--- src/hdl/sha1_message_hasher_core_assert.svh ---
// Assertion macros for the SHA-1 message hasher core.
`ifndef SHA1_MESSAGE_HASHER_CORE_ASSERT_SVH
`define SHA1_MESSAGE_HASHER_CORE_ASSERT_SVH
`ifndef SYNTHESIS
// Same-cycle implication, disabled while reset is asserted.
`define SMH_ASSERT_IMPL(lbl, clk, rst_n, ante, cons) \
	lbl: assert property (@(posedge clk) disable iff (!rst_n) (ante) |-> (cons)) \
		else $error("smh: same-cycle check failed");
// Next-cycle implication, disabled while reset is asserted.
`define SMH_ASSERT_NEXT(lbl, clk, rst_n, ante, cons) \
	lbl: assert property (@(posedge clk) disable iff (!rst_n) (ante) |=> (cons)) \
		else $error("smh: next-cycle check failed");
`else
`define SMH_ASSERT_IMPL(lbl, clk, rst_n, ante, cons)
`define SMH_ASSERT_NEXT(lbl, clk, rst_n, ante, cons)
`endif
`endif

--- src/hdl/smh_pkg.sv ---
// Shared types and constants for the SHA-1 message hasher.
`default_nettype none
package smh_pkg;
	localparam int WIN_DEPTH = 16;
	localparam int WIN_AW    = $clog2(WIN_DEPTH);

	typedef logic [31:0] word_t;

	// SHA-1 initial chaining value
	localparam word_t IV0 = 32'h67452301;
	localparam word_t IV1 = 32'hEFCDAB89;
	localparam word_t IV2 = 32'h98BADCFE;
	localparam word_t IV3 = 32'h10325476;
	localparam word_t IV4 = 32'hC3D2E1F0;

	// round constants, one per group of twenty rounds
	localparam word_t K0 = 32'h5A827999;
	localparam word_t K1 = 32'h6ED9EBA1;
	localparam word_t K2 = 32'h8F1BBCDC;
	localparam word_t K3 = 32'hCA62C1D6;

	localparam logic [7:0] PAD_MARK = 8'h80;

	// access request to the schedule window memory
	typedef struct packed {
		logic              we;
		logic [WIN_AW-1:0] waddr;
		word_t             wdata;
		logic [WIN_AW-1:0] raddr_a;
		logic [WIN_AW-1:0] raddr_b;
	} mem_req_t;
endpackage
`default_nettype wire

--- src/hdl/smh_window.sv ---
// Sixteen-word schedule window: one write port, two registered read ports.
`default_nettype none
module smh_window (
	input  logic             clk,
	input  smh_pkg::mem_req_t req,
	output smh_pkg::word_t    rdata_a,
	output smh_pkg::word_t    rdata_b
);
	import smh_pkg::*;

	word_t mem [WIN_DEPTH];
	word_t rdata_a_q;
	word_t rdata_b_q;

	// write one word, read two words through output registers
	always_ff @(posedge clk) begin
		if (req.we) begin
			mem[req.waddr] <= req.wdata;
		end
		rdata_a_q <= mem[req.raddr_a];
		rdata_b_q <= mem[req.raddr_b];
	end

	assign rdata_a = rdata_a_q;
	assign rdata_b = rdata_b_q;
endmodule
`default_nettype wire

--- src/hdl/sha1_message_hasher_core.sv ---
// SHA-1 message hasher: byte packing, padding, round sequencer and digest output.
`default_nettype none
`include "sha1_message_hasher_core_assert.svh"
// Each request carries at most one message byte; a byte request is taken while
// msg_stall is low. When a byte fills a 64-byte block the core compresses it
// (rounds 0..15 run phases A and B, rounds 16..79 run phases A, B and C, plus
// one chaining add), with msg_stall high. Round cost is set by the schedule window
// memory: it has two read ports and each extended round needs four window words.
// An end-of-message request starts padding, pushed one byte per cycle except while
// a compression runs, with one or two compressions; the digest then sits in an
// output register, and new message requests are taken while it waits to be read.
module sha1_message_hasher_core (
	input  logic           clk,
	input  logic           arst_n,
	input  logic           msg_valid,
	output logic           msg_stall,
	input  logic [7:0]     data_byte,
	input  logic           has_byte,
	input  logic           end_of_message,
	output logic           digest_valid,
	input  logic           digest_stall,
	output smh_pkg::word_t digest_word0,
	output smh_pkg::word_t digest_word1,
	output smh_pkg::word_t digest_word2,
	output smh_pkg::word_t digest_word3,
	output smh_pkg::word_t digest_word4
);
	import smh_pkg::*;

	localparam logic [1:0] S_IDLE  = 2'd0;
	localparam logic [1:0] S_ROUND = 2'd1;
	localparam logic [1:0] S_ADD   = 2'd2;
	localparam logic [1:0] S_PAD   = 2'd3;

	localparam logic [1:0] PH_A = 2'd0;
	localparam logic [1:0] PH_B = 2'd1;
	localparam logic [1:0] PH_C = 2'd2;

	localparam logic [6:0] ROUND_LAST  = 7'd79;
	localparam logic [6:0] SCHED_START = 7'd16;

	logic [1:0]  state_q;
	logic [6:0]  round_q;
	logic [1:0]  phase_q;
	logic [5:0]  pos_q;
	logic [60:0] count_q;
	logic        pad_pending_q;
	logic        pad_first_q;
	logic        len_zone_q;
	logic        len_done_q;
	logic        digest_valid_q;
	word_t       h_q [5];
	word_t       a_q, b_q, c_q, d_q, e_q;
	word_t       pack_q;
	word_t       xor_q;
	word_t       out_q [5];

	mem_req_t    mem_req;
	word_t       rd_a, rd_b;

	logic        push_en;
	logic [7:0]  push_byte;
	logic        block_done;
	logic        len_active;
	logic [63:0] len_bits;
	logic [7:0]  len_byte;
	word_t       pack_next;
	logic [3:0]  ridx;
	logic        sched;
	logic        last_phase;
	word_t       xw;
	word_t       w_cur;
	word_t       f_val;
	word_t       k_val;
	word_t       t_val;
	word_t       sum [5];
	logic        out_free;
	logic        emit;

	smh_window u_window (
		.clk     (clk),
		.req     (mem_req),
		.rdata_a (rd_a),
		.rdata_b (rd_b)
	);

	// pick the byte to pack: message byte when idle, padding mark, zero or length byte while padding
	assign len_bits   = {count_q, 3'b000};
	assign len_byte   = len_bits[{~pos_q[2:0], 3'b000} +: 8];
	assign len_active = len_zone_q || (pos_q == 6'd56);

	always_comb begin
		push_en   = 1'b0;
		push_byte = data_byte;
		case (state_q)
			S_IDLE: begin
				push_en = msg_valid && has_byte;
			end
			S_PAD: begin
				push_en = 1'b1;
				if (pad_first_q) begin
					push_byte = PAD_MARK;
				end else if (len_active) begin
					push_byte = len_byte;
				end else begin
					push_byte = 8'h00;
				end
			end
			default: begin
				push_en = 1'b0;
			end
		endcase
	end

	assign block_done = push_en && (pos_q == 6'd63);
	assign pack_next  = {pack_q[23:0], push_byte};

	// round datapath
	assign ridx       = round_q[3:0];
	assign sched      = (round_q >= SCHED_START);
	assign last_phase = sched ? (phase_q == PH_C) : (phase_q == PH_B);
	assign xw         = xor_q ^ rd_a ^ rd_b;
	assign w_cur      = sched ? {xw[30:0], xw[31]} : rd_a;

	always_comb begin
		if (round_q < 7'd20) begin
			f_val = (b_q & c_q) | (~b_q & d_q);
			k_val = K0;
		end else if (round_q < 7'd40) begin
			f_val = b_q ^ c_q ^ d_q;
			k_val = K1;
		end else if (round_q < 7'd60) begin
			f_val = (b_q & c_q) | (b_q & d_q) | (c_q & d_q);
			k_val = K2;
		end else begin
			f_val = b_q ^ c_q ^ d_q;
			k_val = K3;
		end
	end

	assign t_val = {a_q[26:0], a_q[31:27]} + f_val + e_q + w_cur + k_val;

	// window access: schedule write in the last phase of rounds 16..79, byte word write outside the rounds
	always_comb begin
		mem_req.we      = 1'b0;
		mem_req.waddr   = pos_q[5:2];
		mem_req.wdata   = pack_next;
		mem_req.raddr_a = ridx;
		mem_req.raddr_b = ridx + 4'd2;
		if (state_q == S_ROUND) begin
			if (phase_q == PH_B) begin
				mem_req.raddr_a = ridx + 4'd8;
				mem_req.raddr_b = ridx + 4'd13;
			end
			if (last_phase && sched) begin
				mem_req.we    = 1'b1;
				mem_req.waddr = ridx;
				mem_req.wdata = w_cur;
			end
		end else begin
			mem_req.we = push_en && (pos_q[1:0] == 2'b11);
		end
	end

	// chaining add and digest release
	assign sum[0]   = h_q[0] + a_q;
	assign sum[1]   = h_q[1] + b_q;
	assign sum[2]   = h_q[2] + c_q;
	assign sum[3]   = h_q[3] + d_q;
	assign sum[4]   = h_q[4] + e_q;
	assign out_free = !digest_valid_q || !digest_stall;
	assign emit     = (state_q == S_ADD) && len_done_q && out_free;

	assign msg_stall = (state_q != S_IDLE);

	// control sequencer
	always_ff @(posedge clk or negedge arst_n) begin
		if (!arst_n) begin
			state_q        <= S_IDLE;
			round_q        <= '0;
			phase_q        <= PH_A;
			pos_q          <= '0;
			count_q        <= '0;
			pad_pending_q  <= 1'b0;
			pad_first_q    <= 1'b0;
			len_zone_q     <= 1'b0;
			len_done_q     <= 1'b0;
			digest_valid_q <= 1'b0;
			h_q[0]         <= IV0;
			h_q[1]         <= IV1;
			h_q[2]         <= IV2;
			h_q[3]         <= IV3;
			h_q[4]         <= IV4;
		end else begin
			// drop the digest once taken, load a new one on release
			if (emit) begin
				digest_valid_q <= 1'b1;
			end else if (!digest_stall) begin
				digest_valid_q <= 1'b0;
			end

			if (push_en) begin
				pos_q <= pos_q + 6'd1;
			end

			case (state_q)
				S_IDLE: begin
					if (msg_valid) begin
						if (has_byte) begin
							count_q <= count_q + 61'd1;
						end
						if (block_done) begin
							state_q       <= S_ROUND;
							round_q       <= '0;
							phase_q       <= PH_A;
							pad_pending_q <= end_of_message;
							pad_first_q   <= end_of_message;
						end else if (end_of_message) begin
							state_q       <= S_PAD;
							pad_pending_q <= 1'b1;
							pad_first_q   <= 1'b1;
						end
					end
				end
				S_PAD: begin
					if (pad_first_q) begin
						pad_first_q <= 1'b0;
					end else if (len_active) begin
						len_zone_q <= 1'b1;
						if (pos_q == 6'd63) begin
							len_done_q <= 1'b1;
						end
					end
					if (block_done) begin
						state_q <= S_ROUND;
						round_q <= '0;
						phase_q <= PH_A;
					end
				end
				S_ROUND: begin
					if (last_phase) begin
						phase_q <= PH_A;
						if (round_q == ROUND_LAST) begin
							round_q <= '0;
							state_q <= S_ADD;
						end else begin
							round_q <= round_q + 7'd1;
						end
					end else begin
						phase_q <= phase_q + 2'd1;
					end
				end
				S_ADD: begin
					if (!len_done_q) begin
						h_q[0]  <= sum[0];
						h_q[1]  <= sum[1];
						h_q[2]  <= sum[2];
						h_q[3]  <= sum[3];
						h_q[4]  <= sum[4];
						state_q <= pad_pending_q ? S_PAD : S_IDLE;
					end else if (out_free) begin
						// hand out the digest and restart the chain
						h_q[0]        <= IV0;
						h_q[1]        <= IV1;
						h_q[2]        <= IV2;
						h_q[3]        <= IV3;
						h_q[4]        <= IV4;
						count_q       <= '0;
						pad_pending_q <= 1'b0;
						len_zone_q    <= 1'b0;
						len_done_q    <= 1'b0;
						state_q       <= S_IDLE;
					end
				end
				default: begin
					state_q <= S_IDLE;
				end
			endcase
		end
	end

	// payload: byte packing, working words, schedule partial and digest
	always_ff @(posedge clk) begin
		if (push_en) begin
			pack_q <= pack_next;
		end
		if (state_q == S_ROUND && phase_q == PH_B && sched) begin
			xor_q <= rd_a ^ rd_b;
		end
		if (block_done) begin
			a_q <= h_q[0];
			b_q <= h_q[1];
			c_q <= h_q[2];
			d_q <= h_q[3];
			e_q <= h_q[4];
		end else if (state_q == S_ROUND && last_phase) begin
			a_q <= t_val;
			b_q <= a_q;
			c_q <= {b_q[1:0], b_q[31:2]};
			d_q <= c_q;
			e_q <= d_q;
		end
		if (emit) begin
			out_q[0] <= sum[0];
			out_q[1] <= sum[1];
			out_q[2] <= sum[2];
			out_q[3] <= sum[3];
			out_q[4] <= sum[4];
		end
	end

	assign digest_valid = digest_valid_q;
	assign digest_word0 = out_q[0];
	assign digest_word1 = out_q[1];
	assign digest_word2 = out_q[2];
	assign digest_word3 = out_q[3];
	assign digest_word4 = out_q[4];

	// checks on the sequencer
	`SMH_ASSERT_IMPL(a_round_range, clk, arst_n, state_q == S_ROUND, round_q <= ROUND_LAST)
	`SMH_ASSERT_IMPL(a_block_aligned, clk, arst_n, state_q == S_ROUND, pos_q == 6'd0)
	`SMH_ASSERT_IMPL(a_sched_write, clk, arst_n, state_q == S_ROUND && mem_req.we, round_q >= SCHED_START && phase_q == PH_C)
	`SMH_ASSERT_NEXT(a_emit, clk, arst_n, emit, digest_valid && state_q == S_IDLE && count_q == 61'd0)
endmodule
`default_nettype wire
--- config.mk ---
export PLATFORM = sky130hd
export DESIGN_NAME = sha1_message_hasher_core
export DESIGN_NICKNAME = d
export VERILOG_FILES = /design/src/hdl/smh_pkg.sv /design/src/hdl/smh_window.sv /design/src/hdl/sha1_message_hasher_core.sv
export VERILOG_INCLUDE_DIRS = /design/src /design/src/hdl
export SDC_FILE = /design/constraint.sdc
export NUM_CORES = 2
export LEC_CHECK = 0
export ABC_AREA = 0
export BUFFER_PORTS_ARGS = -buffer_cell sky130_fd_sc_hd__buf_2
export CAP_MARGIN = 25
export CORE_ASPECT_RATIO = 0.7
export CORE_MARGIN = 2
export CORE_UTILIZATION = 55
export DETAILED_ROUTE_END_ITERATION = 6
export HOLD_SLACK_MARGIN = 0.02
export PLACE_DENSITY_LB_ADDON = 0.05
export SYNTH_ARGS = -nofsm -noshare
export SYNTH_HDL_FRONTEND = slang
export SYNTH_SLANG_ARGS = --single-unit
export TNS_END_PERCENT = 20
--- constraint.sdc ---
create_clock -name clk -period 16.1 [get_ports clk]
set_input_delay 0.805 -clock clk [delete_from_list [all_inputs] [get_ports clk]]
set_output_delay 0.805 -clock clk [all_outputs]
set_load 0.005 [all_outputs]
==> flow_metrics.env <==
export IMPL_cts_sinks=1195
export IMPL_grt_use_total=0.306
export IMPL_cpMostUsedCell="a21oi_1"
export IMPL_r2r_start="round_q[2]$_DFFE_PN0P_"
export IMPL_cts_resized_gates=0
export IMPL_route_met2_wl_um=72100
export IMPL_synth_top_area_frac=0.427
export IMPL_syn_num_nets=5054
export IMPL_grt_pass1_wl_um=261000
export IMPL_relSlewSlack=0.113
export IMPL_top_layer="met5"
export IMPL_design_area_sq_mm=0.0693
export IMPL_gp_congestion=0.930
export IMPL_path_cells="a41oi_1 -> buf_4 -> nand2_1 -> inv_2 -> nor2_2 -> buf_4 -> a221o_1 -> fa_1 -> inv_1 -> fa_1 -> inv_1 -> ha_1 -> a21oi_1 -> nand4b_1 -> a21boi_1 -> o311ai_1 -> a31oi_1 -> a211o_1 -> a21oi_1 -> o21ai_1 -> xnor2_1 -> a21oi_1"
export IMPL_fmax_mhz=137
export IMPL_worstPathArrival_ns=7.75
export IMPL_drive_gt1_frac=0.182
export IMPL_antenna_found_initial=2
export IMPL_synth_area_sq_mm=0.0624
export IMPL_synth_edf_count=888
export IMPL_overflow=0
export IMPL_ys_seq_area_frac=0.547
export IMPL_startpoint_type="flop"
export IMPL_netlist_instances=4709
export IMPL_crit_required_ns=16.53
export IMPL_die_x_um=407
export IMPL_die_y_um=286
export IMPL_setup_viol=0
export IMPL_synth_avg_cell_area_sq_um=13.2
export IMPL_core_rowCount=103
export IMPL_antenna_left=0
export IMPL_synthArstFlopShare=0.203
export IMPL_hold_viol_final=0
export IMPL_wire_per_inst_um=27.2
export IMPL_layout_min_cycle_time_ns=7.32
export IMPL_syn_to_final_growth_pct=11.1
export IMPL_synth_warnings=0
export IMPL_finalSetupTns_ns=0
export IMPL_pre_cts_ws_ns=8.98
export IMPL_worstMarginPinSlew_ns=1.33
export IMPL_clk_pin_slew_ns=0.06
export IMPL_cts_setup_buffers=0
export IMPL_drt_first_pass_iters=5
export IMPL_drtIter0Drc=4502
export IMPL_wl_met1_um=80200
export IMPL_dpl_cell_area_sq_mm=0.0653
export IMPL_cts_hold_buf=0
export IMPL_ys_flop_type="edfxtp_1"
export IMPL_boundaryPins=176
export IMPL_clk_path_buf_depth=3
export IMPL_cp_end_kind="flop"
export IMPL_num_vias=40700
export IMPL_dieArea_sq_mm=0.116
export IMPL_rrSetupSlack_ns=8.78
export IMPL_vias_per_cell=6.26
export IMPL_finClkSkew_ns=0.0307
export IMPL_grt_pass1_vias=39200
export IMPL_nNetsFinal=5224
export IMPL_routed_wl_um=177000
export IMPL_hp_class="in2async"
export IMPL_core_area_sq_mm=0.113
export IMPL_cts_buffers=114
export IMPL_final_max_slew_viol_count=0
export IMPL_start_util=0.554
export IMPL_drcViolationCount=0
export IMPL_drv_cap=0
export IMPL_setup_ws_ns=8.78
export IMPL_r2r_end="a_q[30]$_DFFE_PP_"
export IMPL_hpwlAfterDp_um=117000
export IMPL_fin_crit_sh=0.454
export IMPL_rr_worst_depth=22
export IMPL_root_buffer="clkbuf_16"
export IMPL_critical_path_max_stage_delay_ns=0.65
export IMPL_rsz0062_at_grt="false"
export IMPL_htreeDepth=3
export IMPL_final_common_cell="edfxtp_1"
export IMPL_clock_latency_ns=0.74
export IMPL_yosys_area_top_type="edfxtp_1"
export IMPL_ys_ff_latch=1195
export IMPL_wl_met3_um=20600
export IMPL_slowest_stage="o311ai_1"
export IMPL_cts_tree="yes"
export IMPL_final_cell_mix="888 x edfxtp_1, 511 x nand2_1, 301 x mux4_2, 258 x inv_1, 235 x nor2_1"
export IMPL_synth_area_leaders="edfxtp_1 43%, mux4_2 11%, dfrtp_1 6.5%, ha_1 4.1%, fa_1 4.0%"
export IMPL_status="finished, final reports clean"
export IMPL_ys_types=91
export IMPL_grt_max_degree=161
export IMPL_path_class="reg2reg"
export IMPL_io_buffers=175
export IMPL_worstPathMaxFanout=27
## per-stage QoR
stage                      util  hold slack, ns  std cells
after floorplan               -           0.426       4709
after global placement    0.580           0.431       6281
after detailed placement  0.580           0.434       6283
after CTS                 0.615          0.0312       6501
after global routing      0.615          0.0453       6504
final                     0.615          0.0297       6504
## critical path: cells and delay by family (launching register included)
family / cells / cell delay, ns
AOI/OAI and AO/OA: 10 / 2.86
xor gates and xnor gates: 1 / 0.16
adders and majority gates: 3 / 1.41
buffers and inverters: 5 / 1.24
DFF: 1 / 0.61
and+or+nand+nor: 3 / 0.69
## Yosys cell counts (42+ instances only)
cell type / number
a211oi_1: 62
ha_1: 206
fa_1: 125
xor2_1: 126
nor2_1: 254
o22a_1: 52
a21oi_1: 227
a22o_1: 80
nand2_1: 513
and3_1: 42
a221o_1: 54
o21ai_0: 218
mux4_2: 301
mux2i_1: 65
dfstp_2: 80
inv_1: 258
nor2b_1: 58
a21o_1: 82
dfxtp_1: 64
nand3_1: 68
edfxtp_1: 888
dfrtp_1: 163
xnor2_1: 158
clkbuf_1: 167
## registers in the layout, summed over array words and instances (netlist names), 32 cells and up
name	flops
a_q	32
b_q	32
c_q	32
count_q	61
d_q	32
e_q	32
h_q	160
out_q	160
u_window.mem	512
u_window.rdata_a	32
u_window.rdata_b	32
xor_q	32
## cells by family (layout without fill, tap and decap cells)
kind of cell | Yosys count | in the layout | synth area share
adder cells (fa/ha/maj) | 331 | 331 | 0.0814
buffers and inverters | 474 | 746 | 0.0291
other | 0 | 1 | 0
AO/OA/AOI/OAI | 990 | 990 | 0.107
XOR/XNOR | 284 | 284 | 0.0399
flip-flops | 1195 | 1195 | 0.547
multiplexers | 376 | 376 | 0.121
AND/OR/NAND/NOR | 1059 | 1059 | 0.0746
## layout make-up
cell class              count  area [sq um]
flip-flops and latches   1195         34100
repair buffers            265          1610
diodes                      1          2.50
multi-input cells        3040         26700
inverters                 263           987
clock buffers             156          3160
clock inverters            62           777
fillers                  8773         43400
well taps                1522          1900
## worst max-delay path by stage
stage	from	end	slack (ns)
global route	round_q[2]$_DFFE_PN0P_	a_q[28]$_DFFE_PP_	8.40
floorplan	state_q[1]$_DFFE_PN0P_	a_q[0]$_DFFE_PP_	3.01
detailed placement	round_q[2]$_DFFE_PN0P_	a_q[30]$_DFFE_PP_	8.98
finish	round_q[2]$_DFFE_PN0P_	a_q[30]$_DFFE_PP_	8.78
CTS	round_q[2]$_DFFE_PN0P_	a_q[30]$_DFFE_PP_	8.96
global placement	round_q[2]$_DFFE_PN0P_	a_q[28]$_DFFE_PP_	9.04
## metal layers
layer,track usage,vias to the layer above
met5,0.00898,-
met4,0.0630,4
met3,0.107,223
met2,0.407,1740
met1,0.481,20700
li1,-,18000
Power is not shown: default switching activity piles up to over one toggle a cycle in this logic, so the estimate is an artifact.
